`config.mk`:
```
export PLATFORM = sky130hd
export DESIGN_NAME = srp_relbuf
export DESIGN_NICKNAME = d
export VERILOG_FILES = /design/src/hw/rtl/srp_pkg.sv /design/src/hw/rtl/srp_relbuf.sv
export SDC_FILE = /design/constraint.sdc
export NUM_CORES = 1
export LEC_CHECK = 0
export ABC_AREA = 1
export BUFFER_PORTS_ARGS = -buffer_cell sky130_fd_sc_hd__buf_2
export CELL_PAD_IN_SITES_DETAIL_PLACEMENT = 1
export CELL_PAD_IN_SITES_GLOBAL_PLACEMENT = 1
export CORE_MARGIN = 2
export CORE_UTILIZATION = 50
export DETAILED_ROUTE_END_ITERATION = 6
export PLACE_DENSITY_LB_ADDON = 0.1
export SYNTH_ARGS = -nofsm -noshare
export SYNTH_HDL_FRONTEND = slang
export SYNTH_SLANG_ARGS = --single-unit
```
`constraint.sdc`:
```
create_clock -name i_clk -period 8.7 [get_ports i_clk]
set_input_delay 1.74 -clock i_clk [delete_from_list [all_inputs] [get_ports i_clk]]
set_output_delay 1.74 -clock i_clk [all_outputs]
set_load 0.02 [all_outputs]
```
`src/hw/rtl/srp_pkg.sv`:
```
package srp_pkg;

    // Width of the per-relation singleton count and of the running total
    localparam int SINGLES_W = 6;
    localparam int TOTAL_W   = 32;
    localparam logic [SINGLES_W-1:0] SINGLES_MAX = 6'd63;

    // Operation codes carried with each ideal
    localparam logic OP_COUNT  = 1'b0;
    localparam logic OP_FILTER = 1'b1;

    typedef enum logic [2:0] {
        ST_CLEAR,
        ST_IDLE,
        ST_UPDATE,
        ST_CLOSE,
        ST_WALK,
        ST_EMIT
    } t_state;

    // Commands to the relation buffer
    typedef struct packed {
        logic probe;   // register match flags against the incoming ideal
        logic append;  // store the ideal at the fill position
        logic shift;   // drop the head entry, advance the rest
        logic clear;   // empty the buffer
    } t_buf_ctrl;

endpackage

```
`src/hw/rtl/srp_relbuf.sv`:
```
module srp_relbuf #(
    parameter int IDEAL_BITS = 16,
    parameter int MAX_IDEALS = 32
) (
    input  logic                  i_clk,
    input  logic                  i_rst_n,
    input  srp_pkg::t_buf_ctrl    i_ctrl,
    input  logic [IDEAL_BITS-1:0] i_id,
    output logic                  o_hit,
    output logic                  o_full,
    output logic                  o_empty,
    output logic [IDEAL_BITS-1:0] o_head
);
    import srp_pkg::*;

    localparam int IDX_W  = (MAX_IDEALS > 1) ? $clog2(MAX_IDEALS) : 1;
    localparam int FILL_W = $clog2(MAX_IDEALS + 1);
    localparam logic [FILL_W-1:0] FillMax = FILL_W'(MAX_IDEALS);

    logic [IDEAL_BITS-1:0] r_entry [MAX_IDEALS];
    logic [FILL_W-1:0]     r_fill;
    logic [MAX_IDEALS-1:0] r_match;
    logic [MAX_IDEALS-1:0] n_match;

    // Compare every occupied entry against the probe in parallel
    always_comb begin
        for (int i = 0; i < MAX_IDEALS; i++) begin
            n_match[i] = (FILL_W'(i) < r_fill) && (r_entry[i] == i_id);
        end
    end

    always_ff @(posedge i_clk) begin
        if (!i_rst_n) begin
            r_fill  <= '0;
            r_match <= '0;
        end else begin
            if (i_ctrl.probe) begin
                r_match <= n_match;
            end
            if (i_ctrl.clear) begin
                r_fill <= '0;
            end else if (i_ctrl.append && !o_full) begin
                r_fill <= r_fill + FILL_W'(1);
            end else if (i_ctrl.shift && !o_empty) begin
                r_fill <= r_fill - FILL_W'(1);
            end
        end
    end

    always_ff @(posedge i_clk) begin
        if (i_ctrl.append && !o_full) begin
            r_entry[r_fill[IDX_W-1:0]] <= i_id;
        end else if (i_ctrl.shift) begin
            for (int i = 0; i < MAX_IDEALS - 1; i++) begin
                r_entry[i] <= r_entry[i+1];
            end
        end
    end

    assign o_hit   = |r_match;
    assign o_full  = (r_fill == FillMax);
    assign o_empty = (r_fill == '0);
    assign o_head  = r_entry[0];

endmodule

```
==> run summary, run 1 <==
The die area was 62600 um^2. For this run, the total global-route usage over all layers was measured as 39.9%. The cell family with the largest share of critical-path delay is simple AND/OR/NAND/NOR gates. In the routed design, unresolved DRC markers number 0. Fill cells in the final layout number 7412. For this run, the slowest stage of the critical path takes 930 ps.

For this block, wires on met1 add up to 48.9 mm. For this block, the routed nets add up to 126 mm of wire. After global routing the overflow that remains totals 0.

Routed signal wires occupy layers up through met4. For the number of global-route vias before repair, the log shows 28800. Dividing the detail-routed wire length by the instance count gives 27.0 um.

Of the total power, the share spent switching nets is 29.0%. The tools report the critical path data arrival time as 3030 ps. The floorplan step defined a core boundary enclosing 60100 um^2.

The number of buffers created by CTS was 60. The worst setup path is launched from a flip-flop. The initial antenna violation count came out at 1.

The flow ran to the end, and the final reports show no timing, DRC or antenna violations. For the worst-skew pair, the clock arrives at the later sink with an insertion delay of 640 ps. Launching element of the worst setup path: r_match[21]. The layout overhead on the synthesized area was 9.02%; the minimum period implied by the final worst setup slack was 4770 ps.

The slowest stage of the critical path belongs to the cell nor4_1. The classification of the worst-slack hold path was reg2reg. Number of hold violations in the final report: 0. Summed over all nets, the half-perimeter wirelength after detailed placement is 77.3 mm.

For the pin with the worst max-slew slack, the measured transition is 1290 ps. The combinational fraction of design power is 14.3%. The final net count is 3841, and the distinct cell type count after synthesis is 32.

The maximum number of pins on one net before global-route repair is 97. Setup repair after global routing left no endpoint under its margin. The flip-flop and latch count after synthesis works out to 550. The H-tree generated during clock tree synthesis spans 2 levels. The biggest fanout along the worst timing path came out at 2.

The register clock-pin slew on the reported worst setup and hold paths came out at 60 ps. The startpoint identified for the worst hold timing path is r_match[8]. TritonCTS built the clock tree. The post-synthesis net count was 3896. The floorplan has 90 rows. The number of buffers and inverters on the critical path is 1, and the setup TNS is 0 ps.

In the detailed route, the total length drawn on met3 is 15.4 mm. Of the synthesized area, sequential elements account for 53.3%. Leaving out fill and tap cells, the most frequent cells in the layout are nand2_1, edfxtp_1, inv_1.

The logs give 14.8 nW for the leakage power figure and 0 for the number of setup buffers added after CTS. The number of gates resized after CTS was 0. The final antenna-violating net count was 0; the number of hold-repair buffers added at the cts stage was 0. Power density over cell area: 203 nW/um^2.

Wire segments on met2 add up to 55.3 mm in the final route. The longest clock path from root to sink contains 3 buffers. Port buffering added 40 buffers. The average vias per placed instance works out to 6.13. The number of top-level pins is 41, and the vertical extent of the die is 250 um. The routed layout has 28500 vias. The number of instances in the synthesized netlist was 3870; the iteration-0 DRC count of the detailed router was 3420. Yosys printed 0 warnings.

The post-route worst hold slack was 470 ps; the number of max-capacitance violations reported was 0. VDD sags by at most 0.000165 V. Traced cell by cell, the critical path runs through nor4_1 -> nand2_1 -> nor2_1 -> nand4_1 -> buf_2. In this run the cell area of the synthesized design comes to 30300 um^2. Across the routed clock network, the largest skew measured is 14.5 ps. The number of max-slew violations in the final report was 0; the net switching power was 1.95 mW.

A synthesized cell averages 7.83 um^2. The nature of the critical path endpoint was a primary output. Once the floorplan was initialized, standard cells occupied 50.4% of the core.

The startpoint of the worst-slack reg-to-reg timing path is r_fill[1]. The tree is rooted in a clkbuf_16. Count of endpoints failing setup in the final report: 0.

Data on the critical path is required at its endpoint by 6960 ps. The die width came out at 250 um. The logs give 13.6% for the worst slew margin relative to its limit and 6 for the detailed-routing iteration count for the pre-antenna-repair pass. The fraction of final layout cells sized beyond drive strength 1 was 6.44%.

Static timing analysis puts the maximum clock frequency at 0.210 GHz. The wire length of the first global-routing pass is 184 mm. The run gives 550 as the number of sinks handled by clock tree synthesis.

The critical path is of the reg2out type. The clock power share was 38.4%. The most common cell after layout, fill and taps aside was nand2_1. Cell internal power was estimated by the tool at 4.77 mW.

In the finished design, the share of the clock period the worst path needs comes to 54.9%. The logs give 47.3% for the proportion of power drawn by flip-flops and latches and 0.925 for the final RePlAce weighted congestion.
layout make-up:
class / count / area (um^2) / share of cell area, %
Antenna cell: 2 / 5.00 / 0.0152
Clock buffer: 85 / 1690 / 5.11
Clock inverter: 27 / 250 / 0.758
Inverter: 470 / 1760 / 5.34
Multi-Input combinational cell: 2612 / 11400 / 34.5
Sequential cell: 550 / 16100 / 48.9
Tap cell: 782 / 978 / 2.96
Timing Repair Buffer: 121 / 823 / 2.49
synth_stat cells (all sizes together):
cell type | instances | area (um^2)
nand4 | 15 | 109
inv | 468 | 1760
nor3 | 8 | 40.0
clkbuf | 69 | 259
clkinv | 2 | 7.51
buf | 169 | 863
xnor2 | 34 | 298
and2 | 1 | 6.26
a21oi | 55 | 275
nor4 | 8 | 50.1
nand2 | 1437 | 5410
dfxtp | 38 | 761
o21ai | 485 | 2430
ha | 4 | 50.1
xor2 | 39 | 342
nand3b | 1 | 7.51
o31ai | 16 | 120
o211ai | 4 | 30.0
o21bai | 1 | 7.51
edfxtp | 512 | 15400
o22ai | 1 | 6.26
nor2 | 344 | 1300
nand3 | 159 | 796
state kept, by name (all words and copies together) (netlist names):
signal / flops
r_match: 32
r_entry: 512
r_fill: 6
worst min-delay path, cell delays in order (launching register included):
cell and delay [ps]:
dfxtp_1 310, nand2_1 60, a21oi_1 60
routing by layer:
layer	track usage [%]	vias up
met5	0	-
met4	17.5	0
met3	9.61	380
met2	61.6	1880
met1	53.6	14000
li1	-	12200
cells by family (layout without fill, tap and decap cells):
logic type	count (synthesis)	count (layout)	share of synthesized area, %
adders and majority gates	4	4	0.165
AOI/OAI and AO/OA	562	562	9.46
other	0	2	0
xor gates and xnor gates	73	73	2.11
DFF	550	550	53.3
buffers and inverters	708	703	9.53
and+or+nand+nor	1973	1973	25.5
power groups by stage:
stage                     logic, mW  registers (mW)  clock network, mW
after floorplan               0.554            3.20                  0
after global placement        0.875            3.22                  0
after detailed placement      0.919            3.22                  0
after CTS                     0.927            3.17               2.58
after global routing           1.02            3.19               2.68
final                         0.959            3.18               2.58
stage by stage:
stage	utilization (%)	worst slack, ps	area, um^2	cells	total power [mW]
6_report	54.9	3930	33000	4649	6.72
5_1_grt	54.9	4000	33000	4647	6.89
4_1_cts	54.9	3980	33000	4647	6.68
3_5_place_dp	51.7	3760	31100	4535	4.14
3_3_place_gp	51.7	3850	31100	4535	4.09
2_1_floorplan	-	4710	30300	3870	3.76
final timing paths:
kind,endpoint,slack (ps),cells after the start
worst max-delay path,o_hit,3930,5
worst min-delay path,r_match[8],470,2
worst max register to register,r_entry[2][12],4310,8
worst min register to register,r_match[8],470,2
(Power assumes the default switching activity.)
==> run 2, diff against run 1 <==
- ABC_AREA: 1 -> 0
- clock period: 8.7 -> 5 ns (I/O delays scaled with it)
==> run 2 against run 1 <==
- die area shrank 8.3%
- first-iteration DRC count shrank 37%
- register-to-register slack lost 3100 ps
- sequential power grew 78%
- combinational power grew 67%
- core utilization grew 1.1 points
- power grew 74%
- hold slack lost 10 ps
- clock skew grew 13 ps
- routed wire length shrank 25%
- critical path depth shrank 1
- largest power group unchanged
- highest routed layer is now met5
==> run summary, run 2 <==
Number of setup buffers added after CTS: 0. The leading register cell type out of synthesis is edfxtp_1. The largest registers in the layout are r_entry x512, r_match x32, r_fill x6. The number of synthesized flops with an enable pin is 512, and the compound-gate portion of the synthesized area is 16.5%. The clock passes through at most 3 buffers.

The post-synthesis net count came out at 2180. In the layout the commonest cells are edfxtp_1, a21o_1, xnor2_1. The post-route worst hold slack was 460 ps. The category of the most critical setup path is reg2out. The number of global-route vias before repair is 18900. Counting I/O delays and the setup requirement, the final critical path takes 4090 ps. Number of hold violations in the final report: 0.

The multi-input combinational cells in the finished layout cover a total of 10900 um^2. The run gives 0 as the number of warnings issued by yosys. The top-area cell type share of the netlist area is 55.4%, and the slew at the pin closest to its max-slew limit is 1300 ps. STA puts the critical path data arrival time at 3090 ps. The cell at the slowest stage of the critical path is dfxtp_1. The tools report the maximum vdd ir drop as 0.000263 V. The initial antenna violation count was 2; the period utilization was 81.7%. After Yosys synthesis, XOR and XNOR cells account for 16.2% of the synthesized area.

For the number of instances in the synthesized netlist, the log shows 2154. For this run, the number of standard cells in the final layout without fillers is 2932. The die is 240 um wide.

The die covers 57400 um^2. The detailed-routing iteration count for the pre-antenna-repair pass came out at 6. The run gives 2 as the number of levels the H-tree was split into.

The tools report the nature of the critical path endpoint as a primary output. r_entry holds more flip-flops than any other register. In this run the mean area of a mapped cell was 12.9 um^2. The number of clock buffers added by TritonCTS is 59. Cell family with the largest share of critical-path delay: buffers and inverters. Entering global routing, the biggest net connects 146 pins. For the met3 capacity usage during global routing, the log shows 4.87%. The number of hold-repair buffers added at the cts stage is 0. After synthesis, the share of cell area in mux cells is 0.144%.

The layout filler cell count was 5332. The data required time at the worst endpoint is 4000 ps. Global routing consumed, over all layers together, 33.0% of the routing resources.

Headroom to the max-slew limit came out at 12.6%. Along the worst path, the maximum fanout reaches 13. 0 antenna diodes ended up in the layout. Cells fill 56.0% of the core in the end. Across the routed clock network, the largest skew measured is 27.8 ps. In this run the power density over the cells is 380 nW/um^2. After detailed routing, the number of remaining DRC violations is 0. The tools report the leakage power figure as 12.5 nW.

The met1 global-route usage is 47.0%, and the setup TNS is 0 ps. By area, the combinational part of the netlist is dominated by compound AO/OA/AOI/OAI gates. Power comes to 11.7 mW. On the worst path, the slowest cell contributes a delay of 760 ps. Traced cell by cell, the critical path runs through buf_4 -> clkinv_1 -> nor3_1 -> buf_2. The total congestion overflow after global routing was 0.

TritonCTS built the clock tree. The fraction of final layout cells sized beyond drive strength 1 is 11.6%, and the flip-flop and latch count after synthesis is 550. After detailed routing, the total wire length is 93.9 mm. The number of max-capacitance violations reported was 0. The run gives 58.2% as the sequential fraction of the synthesis area. In this run the worst hold path is classified as reg2reg. The fraction of the mapped netlist area in adder cells was 0.180%. The tools report the number of max-slew violations in the final report as 0. The flow ran to the end, and the final reports show no timing, DRC or antenna violations.

The number of sinks handled by clock tree synthesis was 550; the final RePlAce weighted congestion was 0.913. Buffers placed on the I/O ports in this run total 40. The first global-routing pass estimated 135 mm of wire. The worst setup path is launched from a flip-flop.

The synthesized netlist devotes 5.42% of its cell area to simple gates. The later-pin clock latency in the skew report came out at 630 ps. The flip-flop count of the largest register after layout works out to 512. The area growth from synthesis to layout is 11.0%.

The run gives 27700 um^2 as the synthesized area. Number of buffers and inverters on the critical path: 3. Dividing the detail-routed wire length by the instance count gives 32.0 um. The initialized floorplan defines 86 standard-cell rows. Including well taps, the total number of placed cells is 2822. The average vias per placed instance is 6.37. Synthesis instantiated 48 different standard cells from the library. Of all cell types, the one taking the most synthesized area is edfxtp_1.

For this configuration, the core starts out at a cell density of 50.4%. Cell with the most instances after synthesis: edfxtp_1. The wire-length estimate of the detail-placed layout is 60.6 mm.

The tree is rooted in a clkbuf_16. After the first detailed-routing iteration, the DRC count stood at 2162. The net count of the finished layout is 2162.

The commonest cells after synthesis are edfxtp_1, a21o_1, xnor2_1, xor2_1, buf_2. Leaving out fill and tap cells, the most frequent cell in the layout is edfxtp_1. Setup repair after global routing left no endpoint under its margin.

The final antenna-violating net count is 0. By area the synthesized netlist is led by edfxtp_1, a21o_1, xnor2_1. The layer flagged by global routing as most heavily used is met2.

Met2 usage: 51.4%. Share of synthesized flip-flops with an asynchronous set or reset: 0%. The die is 240 um tall. The register clock-pin slew on the reported worst setup and hold paths was 60 ps; the detailed-route via count was 18700. Across the whole layout, storage elements account for 16100 um^2.

The core area came out at 55000 um^2. The post-cts repair resize count is 0. Static timing analysis puts the maximum clock frequency at 0.245 GHz. The count of endpoints failing setup in the final report came out at 0. 41 I/O pins were placed.
## run 2: routing by layer
metal	part of all wire, %	vias up
met5	0.011	-
met4	3.6	2
met3	7.6	173
met2	46	873
met1	43	9737
li1	-	7878
## run 2: layout make-up
type,count,area share [%]
inverter,5,0.0610
tap,748,3.04
sequential,550,52.4
clock inverter,40,1.24
timing repair buffer,114,2.78
clock buffer,69,5.02
multi-input combinational,1406,35.4
## run 2: path summary, 6_finish.rpt
path | endpoint | slack [ps] | startpoint | cells after the start
min reg2reg | r_match[11] | 460 | r_match[11] | 2
max reg2reg | r_entry[27][8] | 1220 | r_fill[1] | 7
min | r_match[11] | 460 | r_match[11] | 2
max | o_full | 910 | r_fill[5] | 4
## run 2: stage by stage
stage	instance area [um^2]	worst slack [ps]
3_5_place_dp	28800	1190
6_report	30800	914
5_1_grt	30800	933
3_3_place_gp	28800	1240
2_1_floorplan	27700	1460
4_1_cts	30700	1070
## run 2: kinds of logic after synthesis
| logic type | after synthesis |
|---|---|
| buffers and inverters | 198 |
| AOI/OAI and AO/OA | 622 |
| muxes | 4 |
| adders and majority gates | 4 |
| DFF | 550 |
| and+or+nand+nor | 263 |
| xor gates and xnor gates | 513 |
## run 2: worst reg2reg max path: stages, from the launching register on
cell	delay, ps
dfxtp_1	450
inv_1	180
ha_1	450
nor4b_4	360
a21o_2	800
nand2_1	160
buf_4	270
o21ai_1	720
## run 2: power by group
group / leakage, nW / total [mW] / switching (mW) / internal, mW
Clock: 0.970 / 4.45 / 1.89 / 2.56
Combinational: 6.36 / 1.60 / 1.00 / 0.600
Sequential: 5.16 / 5.66 / 0.240 / 5.42
Total: 12.5 / 11.7 / 3.13 / 8.58
